[src/design/tcp_udp_checksum_verifier_core_assert.svh]
// Assertion macros for the TCP/UDP checksum verifier.
// Included by the top level; no other dependencies.
`ifndef TCP_UDP_CHECKSUM_VERIFIER_CORE_ASSERT_SVH
`define TCP_UDP_CHECKSUM_VERIFIER_CORE_ASSERT_SVH
`ifndef SYNTHESIS
`define TUCV_ASSERT_SAME(lbl, clk, rst_n, ante, cons) \
    lbl: assert property (@(posedge clk) disable iff (!(rst_n)) (ante) |-> (cons)) \
        else $error("tucv check failed");
`define TUCV_ASSERT_NEXT(lbl, clk, rst_n, ante, cons) \
    lbl: assert property (@(posedge clk) disable iff (!(rst_n)) (ante) |=> (cons)) \
        else $error("tucv check failed");
`else
`define TUCV_ASSERT_SAME(lbl, clk, rst_n, ante, cons)
`define TUCV_ASSERT_NEXT(lbl, clk, rst_n, ante, cons)
`endif
`endif

[src/design/tucv_pkg.sv]
// Shared types, constants and functions of the TCP/UDP checksum verifier.
// No dependencies.
package tucv_pkg;

    localparam logic [7:0]  PROTO_NUM_TCP = 8'd6;
    localparam logic [15:0] ONES_TARGET = 16'hFFFF;
    localparam logic [15:0] WCNT_MAX    = 16'hFFFF;
    localparam logic [4:0]  MIN_HDR_WORDS = 5'd10;
    localparam logic [3:0]  MIN_IHL     = 4'd5;
    localparam int QDEPTH = 2;
    localparam int QAW    = $clog2(QDEPTH);

    typedef struct packed {
        logic [15:0] add_a;
        logic [15:0] add_b;
        logic        last;
        logic        tcp;
        logic        zskip;
        logic        trunc;
    } entry_t;

    function automatic logic [15:0] ones_add(input logic [15:0] a, input logic [15:0] b);
        logic [16:0] s;
        s = {1'b0, a} + {1'b0, b};
        return s[15:0] + {15'd0, s[16]};
    endfunction

endpackage

[src/design/tucv_front.sv]
// Front end: parses the IPv4 header and classifies each word into queue entries.
// Depends on tucv_pkg.
module tucv_front (
    input  logic              aclk,
    input  logic              aresetn,
    input  logic              s_axis_tvalid,
    output logic              s_axis_tready,
    input  logic [15:0]       s_axis_tdata,   // [15:0] packet_word
    input  logic              s_axis_tlast,
    input  logic              q_full,
    output logic              q_wr_en,
    output tucv_pkg::entry_t  q_wr_data
);

    logic [15:0] wcnt_reg, wcnt_next;
    logic [4:0]  hw_reg, hw_next;
    logic [15:0] tlen_reg, tlen_next;
    logic [7:0]  proto_reg, proto_next;
    logic [15:0] seglen_reg, seglen_next;
    logic        uzero_reg, uzero_next;

    logic [15:0] w;
    logic        acc;
    logic [4:0]  hw_idx0, hw_cur;
    logic [15:0] tlen_cur, seglen_cur, s_idx, wcnt_inc, seg_words;
    logic [7:0]  proto_cur;
    logic        tcp, in_seg, uzero_cur, trunc;
    logic [16:0] b17;
    logic [15:0] bounded, add_a, add_b;

    assign w             = s_axis_tdata;
    assign s_axis_tready = !q_full;
    assign acc           = s_axis_tvalid && !q_full;
    assign q_wr_en       = acc;

    always_comb begin
        hw_idx0   = (w[11:8] < tucv_pkg::MIN_IHL) ? tucv_pkg::MIN_HDR_WORDS : {w[11:8], 1'b0};
        hw_cur    = (wcnt_reg == 16'd0) ? hw_idx0 : hw_reg;
        tlen_cur  = (wcnt_reg == 16'd1) ? w : tlen_reg;
        proto_cur = (wcnt_reg == 16'd4) ? w[7:0] : proto_reg;
        tcp       = (proto_cur == tucv_pkg::PROTO_NUM_TCP);
        in_seg    = (wcnt_reg >= {11'd0, hw_cur});
        s_idx     = wcnt_reg - {11'd0, hw_cur};

        seglen_cur = seglen_reg;
        if (in_seg && tcp && s_idx == 16'd0) begin
            seglen_cur = tlen_cur - {10'd0, hw_cur, 1'b0};
        end else if (in_seg && !tcp && s_idx == 16'd2) begin
            seglen_cur = w;
        end

        b17 = {s_idx, 1'b0};
        if (b17 < {1'b0, seglen_cur}) begin
            bounded = ((b17 + 17'd1) == {1'b0, seglen_cur}) ? {w[15:8], 8'd0} : w;
        end else begin
            bounded = 16'd0;
        end

        add_a = 16'd0;
        if (wcnt_reg == 16'd4) begin
            add_a = {8'd0, w[7:0]};
        end else if (wcnt_reg inside {[16'd6:16'd9]}) begin
            add_a = w;
        end else if (in_seg && tcp && s_idx == 16'd0) begin
            add_a = seglen_cur;
        end else if (in_seg && !tcp && s_idx == 16'd2) begin
            add_a = w;
        end

        add_b = 16'd0;
        if (in_seg) begin
            add_b = (!tcp && s_idx < 16'd2) ? w : bounded;
        end

        uzero_cur = uzero_reg || (in_seg && !tcp && s_idx == 16'd3 && w == 16'd0);
        wcnt_inc  = (wcnt_reg == tucv_pkg::WCNT_MAX) ? wcnt_reg : wcnt_reg + 16'd1;
        seg_words = (wcnt_inc > {11'd0, hw_cur}) ? wcnt_inc - {11'd0, hw_cur} : 16'd0;
        trunc     = (!tcp && seg_words < 16'd3) || ({seg_words, 1'b0} < {1'b0, seglen_cur});

        q_wr_data.add_a = add_a;
        q_wr_data.add_b = add_b;
        q_wr_data.last  = s_axis_tlast;
        q_wr_data.tcp   = tcp;
        q_wr_data.zskip = !tcp && uzero_cur;
        q_wr_data.trunc = trunc;
    end

    always_comb begin
        wcnt_next   = wcnt_reg;
        hw_next     = hw_reg;
        tlen_next   = tlen_reg;
        proto_next  = proto_reg;
        seglen_next = seglen_reg;
        uzero_next  = uzero_reg;
        if (acc) begin
            if (s_axis_tlast) begin
                wcnt_next   = 16'd0;
                hw_next     = 5'd0;
                tlen_next   = 16'd0;
                proto_next  = 8'd0;
                seglen_next = 16'd0;
                uzero_next  = 1'b0;
            end else begin
                wcnt_next   = wcnt_inc;
                hw_next     = hw_cur;
                tlen_next   = tlen_cur;
                proto_next  = proto_cur;
                seglen_next = seglen_cur;
                uzero_next  = uzero_cur;
            end
        end
    end

    always_ff @(posedge aclk) begin
        if (!aresetn) begin
            wcnt_reg   <= 16'd0;
            hw_reg     <= 5'd0;
            tlen_reg   <= 16'd0;
            proto_reg  <= 8'd0;
            seglen_reg <= 16'd0;
            uzero_reg  <= 1'b0;
        end else begin
            wcnt_reg   <= wcnt_next;
            hw_reg     <= hw_next;
            tlen_reg   <= tlen_next;
            proto_reg  <= proto_next;
            seglen_reg <= seglen_next;
            uzero_reg  <= uzero_next;
        end
    end

endmodule

[src/design/tucv_queue.sv]
// Short queue of classified words between front and back end.
// Depends on tucv_pkg.
module tucv_queue (
    input  logic              aclk,
    input  logic              aresetn,
    input  logic              wr_en,
    input  tucv_pkg::entry_t  wr_data,
    input  logic              rd_en,
    output tucv_pkg::entry_t  rd_data,
    output logic              full,
    output logic              empty
);

    tucv_pkg::entry_t mem_reg [tucv_pkg::QDEPTH];
    logic [tucv_pkg::QAW-1:0] wr_ptr_reg, wr_ptr_next, rd_ptr_reg, rd_ptr_next;
    logic [tucv_pkg::QAW:0]   count_reg, count_next;

    localparam logic [tucv_pkg::QAW-1:0] PTR_LAST = tucv_pkg::QAW'(tucv_pkg::QDEPTH - 1);
    localparam logic [tucv_pkg::QAW:0]   CNT_FULL = (tucv_pkg::QAW + 1)'(tucv_pkg::QDEPTH);

    assign full    = (count_reg == CNT_FULL);
    assign empty   = (count_reg == '0);
    assign rd_data = mem_reg[rd_ptr_reg];

    always_comb begin
        wr_ptr_next = wr_ptr_reg;
        rd_ptr_next = rd_ptr_reg;
        count_next  = count_reg;
        if (wr_en) begin
            wr_ptr_next = (wr_ptr_reg == PTR_LAST) ? '0 : wr_ptr_reg + 1'b1;
        end
        if (rd_en) begin
            rd_ptr_next = (rd_ptr_reg == PTR_LAST) ? '0 : rd_ptr_reg + 1'b1;
        end
        if (wr_en && !rd_en) begin
            count_next = count_reg + 1'b1;
        end else if (!wr_en && rd_en) begin
            count_next = count_reg - 1'b1;
        end
    end

    always_ff @(posedge aclk) begin
        if (wr_en) begin
            mem_reg[wr_ptr_reg] <= wr_data;
        end
    end

    always_ff @(posedge aclk) begin
        if (!aresetn) begin
            wr_ptr_reg <= '0;
            rd_ptr_reg <= '0;
            count_reg  <= '0;
        end else begin
            wr_ptr_reg <= wr_ptr_next;
            rd_ptr_reg <= rd_ptr_next;
            count_reg  <= count_next;
        end
    end

endmodule

[src/design/tucv_back.sv]
// Back end: one's-complement accumulator and result output register.
// Depends on tucv_pkg.
module tucv_back (
    input  logic              aclk,
    input  logic              aresetn,
    input  logic              q_empty,
    input  tucv_pkg::entry_t  q_rd_data,
    output logic              q_rd_en,
    output logic              m_axis_tvalid,
    input  logic              m_axis_tready,
    output logic [7:0]        m_axis_tdata    // [0] checksum_ok [1] zero_checksum_skip
                                              // [2] is_tcp [3] truncated
);

    logic [15:0] sum_reg, sum_next, sum1, sum2;
    logic        m_valid_reg, m_valid_next;
    logic [3:0]  res_reg, res_next;
    logic        out_free, ok;

    assign out_free      = !m_valid_reg || m_axis_tready;
    assign q_rd_en       = !q_empty && (!q_rd_data.last || out_free);
    assign m_axis_tvalid = m_valid_reg;
    assign m_axis_tdata  = {4'd0, res_reg};

    always_comb begin
        sum1 = tucv_pkg::ones_add(sum_reg, q_rd_data.add_a);
        sum2 = tucv_pkg::ones_add(sum1, q_rd_data.add_b);
        ok   = q_rd_data.zskip || (!q_rd_data.trunc && sum2 == tucv_pkg::ONES_TARGET);

        sum_next     = sum_reg;
        m_valid_next = m_valid_reg;
        res_next     = res_reg;
        if (m_axis_tready) begin
            m_valid_next = 1'b0;
        end
        if (q_rd_en) begin
            if (q_rd_data.last) begin
                sum_next     = 16'd0;
                m_valid_next = 1'b1;
                res_next     = {q_rd_data.trunc, q_rd_data.tcp, q_rd_data.zskip, ok};
            end else begin
                sum_next = sum2;
            end
        end
    end

    always_ff @(posedge aclk) begin
        res_reg <= res_next;
    end

    always_ff @(posedge aclk) begin
        if (!aresetn) begin
            sum_reg     <= 16'd0;
            m_valid_reg <= 1'b0;
        end else begin
            sum_reg     <= sum_next;
            m_valid_reg <= m_valid_next;
        end
    end

endmodule

[src/design/tcp_udp_checksum_verifier_core.sv]
// TCP/UDP checksum verifier with IPv4 pseudo-header: front parser, queue, back accumulator.
// Throughput: one packet word per cycle while the queue is not full; a packet's result passes through
// the queue and then the output valid register, and is held back while m_axis still holds an earlier result.
// Rate is set by the two chained combinational 16-bit end-around-carry adds in the back end.
// Reset: synchronous, active low; clears parser state, queue, accumulator and output valid.
// Depends on tucv_pkg, tucv_front, tucv_queue, tucv_back and the assertion header.
`include "tcp_udp_checksum_verifier_core_assert.svh"
module tcp_udp_checksum_verifier_core (
    input  logic        aclk,
    input  logic        aresetn,
    input  logic        s_axis_tvalid,
    output logic        s_axis_tready,
    input  logic [15:0] s_axis_tdata,   // [15:0] packet_word
    input  logic        s_axis_tlast,   // end_of_packet
    output logic        m_axis_tvalid,
    input  logic        m_axis_tready,
    output logic [7:0]  m_axis_tdata    // [0] checksum_ok [1] zero_checksum_skip
                                        // [2] is_tcp [3] truncated [7:4] zero
);

    tucv_pkg::entry_t q_wr_data, q_rd_data;
    logic q_wr_en, q_rd_en, q_full, q_empty;

    tucv_front u_front (
        .aclk          (aclk),
        .aresetn       (aresetn),
        .s_axis_tvalid (s_axis_tvalid),
        .s_axis_tready (s_axis_tready),
        .s_axis_tdata  (s_axis_tdata),
        .s_axis_tlast  (s_axis_tlast),
        .q_full        (q_full),
        .q_wr_en       (q_wr_en),
        .q_wr_data     (q_wr_data)
    );

    tucv_queue u_queue (
        .aclk    (aclk),
        .aresetn (aresetn),
        .wr_en   (q_wr_en),
        .wr_data (q_wr_data),
        .rd_en   (q_rd_en),
        .rd_data (q_rd_data),
        .full    (q_full),
        .empty   (q_empty)
    );

    tucv_back u_back (
        .aclk          (aclk),
        .aresetn       (aresetn),
        .q_empty       (q_empty),
        .q_rd_data     (q_rd_data),
        .q_rd_en       (q_rd_en),
        .m_axis_tvalid (m_axis_tvalid),
        .m_axis_tready (m_axis_tready),
        .m_axis_tdata  (m_axis_tdata)
    );

    `TUCV_ASSERT_NEXT(a_last_pop_gives_result, aclk, aresetn, q_rd_en && q_rd_data.last, m_axis_tvalid)
    `TUCV_ASSERT_SAME(a_trunc_not_ok, aclk, aresetn, m_axis_tvalid && m_axis_tdata[3] && !m_axis_tdata[1], !m_axis_tdata[0])
    `TUCV_ASSERT_SAME(a_skip_is_udp, aclk, aresetn, m_axis_tvalid && m_axis_tdata[1], !m_axis_tdata[2] && m_axis_tdata[0])
    `TUCV_ASSERT_SAME(a_no_pop_empty, aclk, aresetn, q_empty, !q_rd_en)

endmodule
[config.mk]
export PLATFORM = sky130hd
export DESIGN_NAME = tcp_udp_checksum_verifier_core
export DESIGN_NICKNAME = d
export VERILOG_FILES = /design/src/design/tucv_pkg.sv /design/src/design/tucv_front.sv /design/src/design/tucv_queue.sv /design/src/design/tucv_back.sv /design/src/design/tcp_udp_checksum_verifier_core.sv
export VERILOG_INCLUDE_DIRS = /design/src /design/src/design
export SDC_FILE = /design/constraint.sdc
export NUM_CORES = 1
export LEC_CHECK = 0
export BUFFER_PORTS_ARGS = -buffer_cell sky130_fd_sc_hd__buf_2
export CAP_MARGIN = 20
export CORE_ASPECT_RATIO = 1.1
export CORE_UTILIZATION = 54
export CTS_BUF_LIST = sky130_fd_sc_hd__clkbuf_4 sky130_fd_sc_hd__clkbuf_8
export CTS_CLUSTER_SIZE = 10
export DETAILED_ROUTE_END_ITERATION = 8
export PLACE_DENSITY_LB_ADDON = 0.1
export RECOVER_POWER = 25
export SKIP_LAST_GASP = 1
export SYNTH_ARGS = -nofsm -noshare
export SYNTH_HDL_FRONTEND = slang
export SYNTH_HIERARCHICAL = 1
export SYNTH_SLANG_ARGS = --single-unit
[constraint.sdc]
create_clock -name aclk -period 8.55 [get_ports aclk]
set_input_delay 0.855 -clock aclk [delete_from_list [all_inputs] [get_ports aclk]]
set_output_delay 0.855 -clock aclk [all_outputs]
set_load 0.02 [all_outputs]
==> results.yml, run 1 <==
status:
  status: "complete, but fails checks"
  failed_checks: "max-capacitance violations, max-slew violations"
detailed_routing:
  viasPerCell: 6.24
  firstDrtPassIters: 5
  wl_per_cell_um: 20.9
  routed_wl_mm: 36.2
  vias: 10800
  drt-initial-drc-count: 815
  ant_nets: 0
  route.detailed.drc: 0
timing:
  tightestPinTransition_ps: 3260
  finalSetupViolCount: 0
  finalSetupTns_ps: 0
  hold_violations: 0
  fin_crit_sh_pct: 91.8
  max_slew_margin_pct: -118
  rsz0062_at_grt: "no"
  fmax_mhz: 127
  finalCriticalPeriod_ps: 7850
  clock_skew_ps: 21.2
  drv_slew: 142
clock_network:
  clk_latency_ps: 470
  htree_levels: 4
  cts.hold.buffers_added: 0
  cts_sinks: 160
  cts_resized: 0
  tritoncts: "done"
  ctsLongestPathBuffers: 2
  clk_pin_slew_ps: 110
  cts_root_buf: "clkbuf_8"
  post-cts-setup-buffers: 0
  cts_buffers: 17
die:
  die_area_um2: 24400
  start_util_pct: 55.5
  dieWidth_um: 149
  rows: 58
  coreArea_um2: 23100
  die_height_um: 164
  io_pins: 31
job:
  cap_viol_max_count: 4
placed_design:
  place_congestion: 0.961
  io_buffers: 26
  dpl_cell_area_um2: 13200
  dp_hpwl_mm: 27.5
pwr:
  switchingPower_mw: 1.86
  power_frac_seq_pct: 24.6
  p_leak_nw: 5.13
  power.internal_mw: 2.05
  p_per_area_nw_per_um2: 289
  p_sw_share_pct: 47.6
  peakVddDrop_mv: 0.141
  clockPowerShare_pct: 14.0
  pwr-share-comb_pct: 61.4
finish:
  area_delta_synth_final_pct: 5.84
  largest_register_ff_count: 72
  final_layout_size_suffix_gt1_share_pct: 12.9
  final_util_pct: 58.8
  diodes: 0
  stdcell_area_um2: 13600
  nets: 1524
critical_path:
  cp_top_family: "simple AND/OR/NAND/NOR gates"
  critPathCaptureType: "flop"
  path_buf_inv: 2
  path_class: "flop to flop"
  cp_data_arrival_time_ps: 8080
  critPathSlowestCell: "dfxtp_1"
  cp_common_cell: "a21o_1"
  cp_max_fo: 23
  start_kind: "flop"
  crit_required_ps: 8780
  max_stage_delay_ps: 520
  path_depth: 36
  r2r_cells: 36
synthesis:
  yosys.cell_types.count: 108
  synthArstFlopShare_pct: 0
  ys_seq_area_share_pct: 30.9
  ys_seq_elements: 160
  syn_area_um2: 12800
  synth.area.top_cells: "edfxtp_1 (18%), dfxtp_1 (13%), ha_1 (7.8%), xnor2_1 (4.0%), mux2_2 (3.8%)"
  syn_area_per_cell_um2: 9.05
  yosys.area.top_type_share_pct: 17.8
  ys_warn_count: 6
  yosysTopAreaCell: "edfxtp_1"
  ys.flop_type: "dfxtp_1"
  synth_edf_count: 76
  syn-instance-count: 1416
grt:
  grt_overflow_total: 0
  grt_pass1_vias: 10100
  antenna_found_initial: 0
  gr-usage-all-layers_pct: 30.5
  grt_pass1_wl_mm: 56.1
  grt_max_degree: 52
worst_hold_path:
  min_delay_path_depth: 2
  min_path_type: "flop to flop"
## cell usage in the layout (no fill, tap or decap), types with 53 or more instances in the layout
master    count
ha_1         80
a21oi_1      53
nor2b_1      67
o21ai_0      56
nor2_1      102
xnor2_1      59
edfxtp_1     76
dfxtp_1      84
a22oi_1      55
nand2_1     118
## cells in the mapped netlist, drive strengths merged, types with 17 or more instances
library cell and number:
nand2 119, nor2 103, dfxtp 84, ha 80, edfxtp 76, nor2b 67, o21ai 63, xnor2 59
a21oi 55, a22oi 55, clkbuf 51, mux2 46, xor2 41, nand3 36, inv 35, nor3 34
mux2i 33, and2 28, nor4 26, a21o 24, nor3b 24, buf 23, nand4 23, and3 17
## metrics by stage
stage	setup WS (ps)	hold WS, ps	std cells	total power [mW]
2_1_floorplan	1330	430	1419	2.78
3_3_place_gp	781	443	1699	3.35
3_5_place_dp	580	447	1699	3.36
4_1_cts	536	460	1731	3.92
5_1_grt	52.1	492	1731	4.18
6_report	700	461	1731	3.92
## power groups by stage
| stage | sequential, mW | clock, mW | combinational [mW] |
|---|---|---|---|
| after global placement | 0.979 | 0 | 2.37 |
| final | 0.966 | 0.547 | 2.41 |
| after global routing | 0.974 | 0.588 | 2.61 |
| after detailed placement | 0.983 | 0 | 2.37 |
| after floorplan | 0.962 | 0 | 1.82 |
| after CTS | 0.965 | 0.560 | 2.40 |
## worst register-to-register path, delay by kind of cell (launching register included)
kind | cells | cell delay (ps)
and+or+nand+nor | 11 | 2550
muxes | 1 | 380
buffers and inverters | 2 | 430
adders and majority gates | 4 | 1000
DFF | 1 | 520
xor gates and xnor gates | 2 | 290
AOI/OAI and AO/OA | 16 | 2460
## cells by family after synthesis
group | share of synthesized area (%)
muxes | 6.71
xor gates and xnor gates | 7.13
buffers and inverters | 3.80
and+or+nand+nor | 24.3
AOI/OAI and AO/OA | 18.3
other | 0.0293
adders and majority gates | 8.82
DFF | 30.9
## per-layer routing
layer	vias up	GRT usage, %	routed length (um)
li1	5234	-	-
met1	5099	37.0	14800
met2	376	52.8	17900
met3	85	3.91	1840
met4	0	15.1	1640
met5	-	0	0
## cell type report
| type | count | area (um2) |
|---|---|---|
| fill | 2123 | 9510 |
| multi-input combinational | 1149 | 8400 |
| sequential | 160 | 3960 |
| tap | 300 | 375 |
| timing repair buffer | 54 | 317 |
| clock buffer | 19 | 249 |
| inverter | 36 | 135 |
| clock inverter | 13 | 126 |
## path summary, 6_finish.rpt
path	startpoint	to	slack, ps
min reg2reg	u_front/seglen_reg[14]	u_front/seglen_reg[14]	460
max reg2reg	flop	u_back/res_reg[0]	700
min	u_front/seglen_reg[14]	u_front/seglen_reg[14]	460
max	flop	u_back/res_reg[0]	700
Note: power is estimated with default switching activity, not from simulation.
==> run 2, diff against run 1 <==
--- a/config.mk
+++ b/config.mk
@@ -20,3 +20,4 @@
 export SYNTH_HDL_FRONTEND = slang
 export SYNTH_HIERARCHICAL = 1
 export SYNTH_SLANG_ARGS = --single-unit
+export TNS_END_PERCENT = 1
==> constraint.sdc (replaced) <==
create_clock -name aclk -period 8.55 [get_ports aclk]
set_input_delay 1.71 -clock aclk [delete_from_list [all_inputs] [get_ports aclk]]
set_output_delay 1.71 -clock aclk [all_outputs]
set_load 0.02 [all_outputs]
==> results.yml, run 2 (synthesis results as in run 1) <==
grt:
  grt_pass1_wl_mm: 58.1
  gr-usage-all-layers_pct: 31.6
  grt_overflow_total: 0
  antenna_found_initial: 0
  grt_pass1_vias: 10300
  grt_max_degree: 87
critical_path:
  critPathCaptureType: "flop"
  r2r_cells: 37
  cp_max_fo: 24
  start_kind: "flop"
  critPathSlowestCell: "nor4_1"
  crit_required_ps: 8800
  cp_common_cell: "a21o_1"
  path_class: "flop to flop"
  cp_data_arrival_time_ps: 8160
  r2r_slack_ps: 640
  rr_endpoint: "u_back/res_reg[0]"
  max_stage_delay_ps: 510
worst_hold_path:
  min_from: "u_front/seglen_reg[10]"
  holdPathEnd: "u_front/seglen_reg[10]"
  min_path_type: "flop to flop"
  min_delay_path_depth: 2
clock_network:
  cts_resized: 0
  tritoncts: "done"
  ctsLongestPathBuffers: 2
  htree_levels: 4
  cts_root_buf: "clkbuf_8"
  clk_pin_slew_ps: 120
  clk_latency_ps: 490
  cts.hold.buffers_added: 0
  cts_sinks: 160
  post-cts-setup-buffers: 0
  cts_buffers: 17
die:
  dieWidth_um: 149
  coreArea_um2: 23100
  die_height_um: 164
  io_pins: 31
  start_util_pct: 55.5
  die_area_um2: 24400
  rows: 58
pwr:
  p_sw_share_pct: 48.2
  pwr-share-comb_pct: 60.6
  p_leak_nw: 5.15
  power.internal_mw: 2.07
  p_per_area_nw_per_um2: 293
  peakVddDrop_mv: 0.145
  switchingPower_mw: 1.92
  clockPowerShare_pct: 15.3
  power_frac_seq_pct: 24.1
detailed_routing:
  firstDrtPassIters: 7
  drt-initial-drc-count: 933
  route.detailed.drc: 0
  routed_wl_mm: 37.6
  wl_per_cell_um: 21.8
  vias: 11000
  ant_nets: 0
  viasPerCell: 6.38
timing:
  max_slew_margin_pct: -52.3
  finalSetupViolCount: 0
  fmax_mhz: 126
  fin_crit_sh_pct: 92.5
  tightestPinTransition_ps: 2290
  hold_violations: 0
  finalWorstSetupSlack_ps: 637
  drv_slew: 104
  finalCriticalPeriod_ps: 7910
  rsz0062_at_grt: "no"
  finalSetupTns_ps: 0
  clock_skew_ps: 27.3
finish:
  final_layout_size_suffix_gt1_share_pct: 12.7
  stdcell_area_um2: 13600
  nets: 1522
  nFillCells: 2081
  diodes: 0
  layout_common_cells: "nand2_1 (118), nor2_1 (102), dfxtp_1 (84), ha_1 (80), edfxtp_1 (76)"
  final_common_cell: "nand2_1"
  area_delta_synth_final_pct: 6.21
  largest_register_ff_count: 72
placed_design:
  dp_slack_ps: 625
  dpl_cell_area_um2: 13200
  io_buffers: 26
  dp_hpwl_mm: 28.3
  place_congestion: 0.976
status:
  status: "complete, but fails checks"
  failed_checks: "max-capacitance violations, max-slew violations"
job:
  cap_viol_max_count: 3
run 2: cell types whose count changed in the layout (fill, tap and decap cells not counted), sizes merged:
cell / delta
buf: -3
clkinv: +3
clkinvlp: -2
clkbuf: -1
inv: +1
run 2: how the worst max path moves through the flow:
| stage | slack, ps | start | end |
|---|---|---|---|
| finish | 640 | flop | u_back/res_reg[0] |
| detailed placement | 620 | flop | u_back/res_reg[0] |
| floorplan | 1190 | s_axis_tdata[10] | u_queue/mem_reg[0][19] |
| global placement | 810 | flop | u_back/res_reg[0] |
| global route | 20 | flop | u_back/res_reg[0] |
| CTS | 580 | flop | u_back/res_reg[0] |
run 2: layout make-up:
| class | count | area [um2] | area share (%) |
|---|---|---|---|
| timing repair buffer | 52 | 300 | 2.21 |
| multi-input combinational | 1149 | 8400 | 61.7 |
| sequential | 160 | 3960 | 29.1 |
| clock buffer | 17 | 234 | 1.72 |
| inverter | 36 | 135 | 0.993 |
| clock inverter | 15 | 204 | 1.50 |
| tap | 300 | 375 | 2.76 |
run 2: through the flow:
step	cells	utilization, %	hold WS, ps	total power [mW]
2_1_floorplan	1419	-	430	2.78
3_3_place_gp	1697	57.2	452	3.36
3_5_place_dp	1697	57.2	458	3.37
4_1_cts	1729	59.1	475	4.00
5_1_grt	1729	59.0	486	4.26
6_report	1729	59.0	475	3.99
run 2: layer usage:
layer	routed length [um]	vias up	track usage [%]
met3	1960	99	4.47
met2	18800	401	55.1
li1	-	5225	-
met4	1700	0	15.6
met1	15200	5304	37.8
met5	0	-	0
run 2: critical path: cells and delay by family (launching register included):
kind / cells / cell delay, ps
flip-flops: 1 / 420
buffers and inverters: 2 / 390
adder cells (fa/ha/maj): 4 / 990
AO/OA/AOI/OAI: 16 / 2390
XOR/XNOR: 2 / 310
AND/OR/NAND/NOR: 12 / 2780
multiplexers: 1 / 380
run 2: power by group through the flow:
stage,sequential (mW),combinational (mW),clock [mW]
after floorplan,0.962,1.82,0
final,0.962,2.42,0.609
after global routing,0.970,2.64,0.647
after detailed placement,0.980,2.39,0
after global placement,0.976,2.38,0
after CTS,0.962,2.41,0.621
==> run 3, diff against run 2 <==
--- a/config.mk
+++ b/config.mk
@@ -8,8 +8,10 @@
 export LEC_CHECK = 0
 export BUFFER_PORTS_ARGS = -buffer_cell sky130_fd_sc_hd__buf_2
 export CAP_MARGIN = 20
+export CELL_PAD_IN_SITES_DETAIL_PLACEMENT = 1
+export CELL_PAD_IN_SITES_GLOBAL_PLACEMENT = 1
 export CORE_ASPECT_RATIO = 1.1
-export CORE_UTILIZATION = 54
+export CORE_UTILIZATION = 51
 export CTS_BUF_LIST = sky130_fd_sc_hd__clkbuf_4 sky130_fd_sc_hd__clkbuf_8
 export CTS_CLUSTER_SIZE = 10
 export DETAILED_ROUTE_END_ITERATION = 8
==> results.yml, run 3 (synthesis results as in run 1) <==
timing:
  max_slew_margin_pct: -54.7
  whs_ps: 483
  rsz0062_at_grt: "yes"
  fmax_mhz: 127
  clock_skew_ps: 31.0
  hold_violations: 0
  fin_crit_sh_pct: 92.4
  finalCriticalPeriod_ps: 7900
  drv_slew: 100
  tightestPinTransition_ps: 2320
  finalSetupViolCount: 0
detailed_routing:
  viasPerCell: 6.36
  drt-initial-drc-count: 703
  routed_wl_mm: 42.2
  wl_per_cell_um: 24.1
  route.detailed.drc: 0
  firstDrtPassIters: 5
  ant_nets: 0
  vias: 11100
clock_network:
  cts_sinks: 160
  tritoncts: "done"
  htree_levels: 4
  cts_buffers: 17
  cts_root_buf: "clkbuf_8"
  ctsLongestPathBuffers: 2
  clk_latency_ps: 480
  cts_resized: 0
  clk_pin_slew_ps: 110
  cts.hold.buffers_added: 0
  post-cts-setup-buffers: 0
die:
  start_util_pct: 52.2
  die_area_um2: 25800
  die_height_um: 168
  coreArea_um2: 24500
  dieWidth_um: 153
  rows: 60
  io_pins: 31
finish:
  nFillCells: 2871
  layout_common_cells: "nand2_1 (118), nor2_1 (102), dfxtp_1 (84), ha_1 (80), edfxtp_1 (76)"
  largest_register_ff_count: 72
  area_delta_synth_final_pct: 6.95
  final_common_cell: "nand2_1"
  final_layout_size_suffix_gt1_share_pct: 13.4
  nets: 1531
  diodes: 0
critical_path:
  crit_required_ps: 8780
  cp_common_cell: "a21o_1"
  path_class: "flop to flop"
  critPathSlowestCell: "fa_1"
  start_kind: "flop"
  cp_data_arrival_time_ps: 8130
  cp_max_fo: 16
  max_stage_delay_ps: 450
  critPathCaptureType: "flop"
grt:
  grt_max_degree: 51
  grt_pass1_vias: 11700
  gr-usage-all-layers_pct: 33.2
  grt_pass1_wl_mm: 65.7
  grt_overflow_total: 0
  antenna_found_initial: 0
placed_design:
  io_buffers: 26
  place_congestion: 0.924
  dp_hpwl_mm: 32.5
pwr:
  p_per_area_nw_per_um2: 297
  p_leak_nw: 5.20
  fin_total_pwr_mw: 4.07
  peakVddDrop_mv: 0.176
status:
  status: "complete, but fails checks"
  failed_checks: "max-capacitance violations, max-slew violations"
job:
  cap_viol_max_count: 3
worst_hold_path:
  min_path_type: "flop to flop"
## run 3: where the power goes
| part | switching, mW | total, mW | internal (mW) |
|---|---|---|---|
| clock | 0.379 | 0.616 | 0.237 |
| combinational | 1.55 | 2.48 | 0.935 |
| sequential | 0.0567 | 0.964 | 0.908 |
| total | 1.99 | 4.07 | 2.08 |
## run 3: layout make-up
| cell class | count | area (um2) | area share [%] |
|---|---|---|---|
| repair buffers | 61 | 368 | 2.68 |
| clock inverters | 15 | 211 | 1.54 |
| multi-input cells | 1149 | 8410 | 61.3 |
| clock buffers | 17 | 234 | 1.71 |
| inverters | 36 | 135 | 0.986 |
| well taps | 310 | 388 | 2.83 |
| flip-flops and latches | 160 | 3960 | 28.9 |
## run 3: worst paths after layout
kind,startpoint,endpoint,slack [ps],depth (start not counted)
worst max-delay path,flop,u_back/res_reg[0],650,38
worst min-delay path,u_front/seglen_reg[8],u_front/seglen_reg[8],480,2
worst max register to register,flop,u_back/res_reg[0],650,38
worst min register to register,u_front/seglen_reg[8],u_front/seglen_reg[8],480,2
## run 3: metal layers
layer / vias to the layer above / routed length (um) / track usage, %
met1: 5461 / 17000 / 38.2
met2: 332 / 21000 / 59.5
met4: 0 / 2290 / 18.6
li1: 5222 / - / -
met5: - / 0 / 0
met3: 108 / 1840 / 4.27
## run 3: critical path: cells and delay by family, from the launching register on
family	cells	cell delay [ps]
AOI/OAI and AO/OA	15	2420
and+or+nand+nor	14	2900
xor gates and xnor gates	2	240
DFF	1	410
adders and majority gates	4	1200
buffers and inverters	2	330
muxes	1	220
## run 3: per-stage QoR
stage	utilization [%]	worst slack (ps)	cell area (um2)	std cells	setup TNS, ps
global placement	54.1	842	13300	1715	0
global route	55.8	-103	13700	1748	-103
detailed placement	54.1	519	13300	1715	0
CTS	55.9	477	13700	1747	0
finish	55.8	651	13700	1748	0
floorplan	-	1190	12800	1419	0
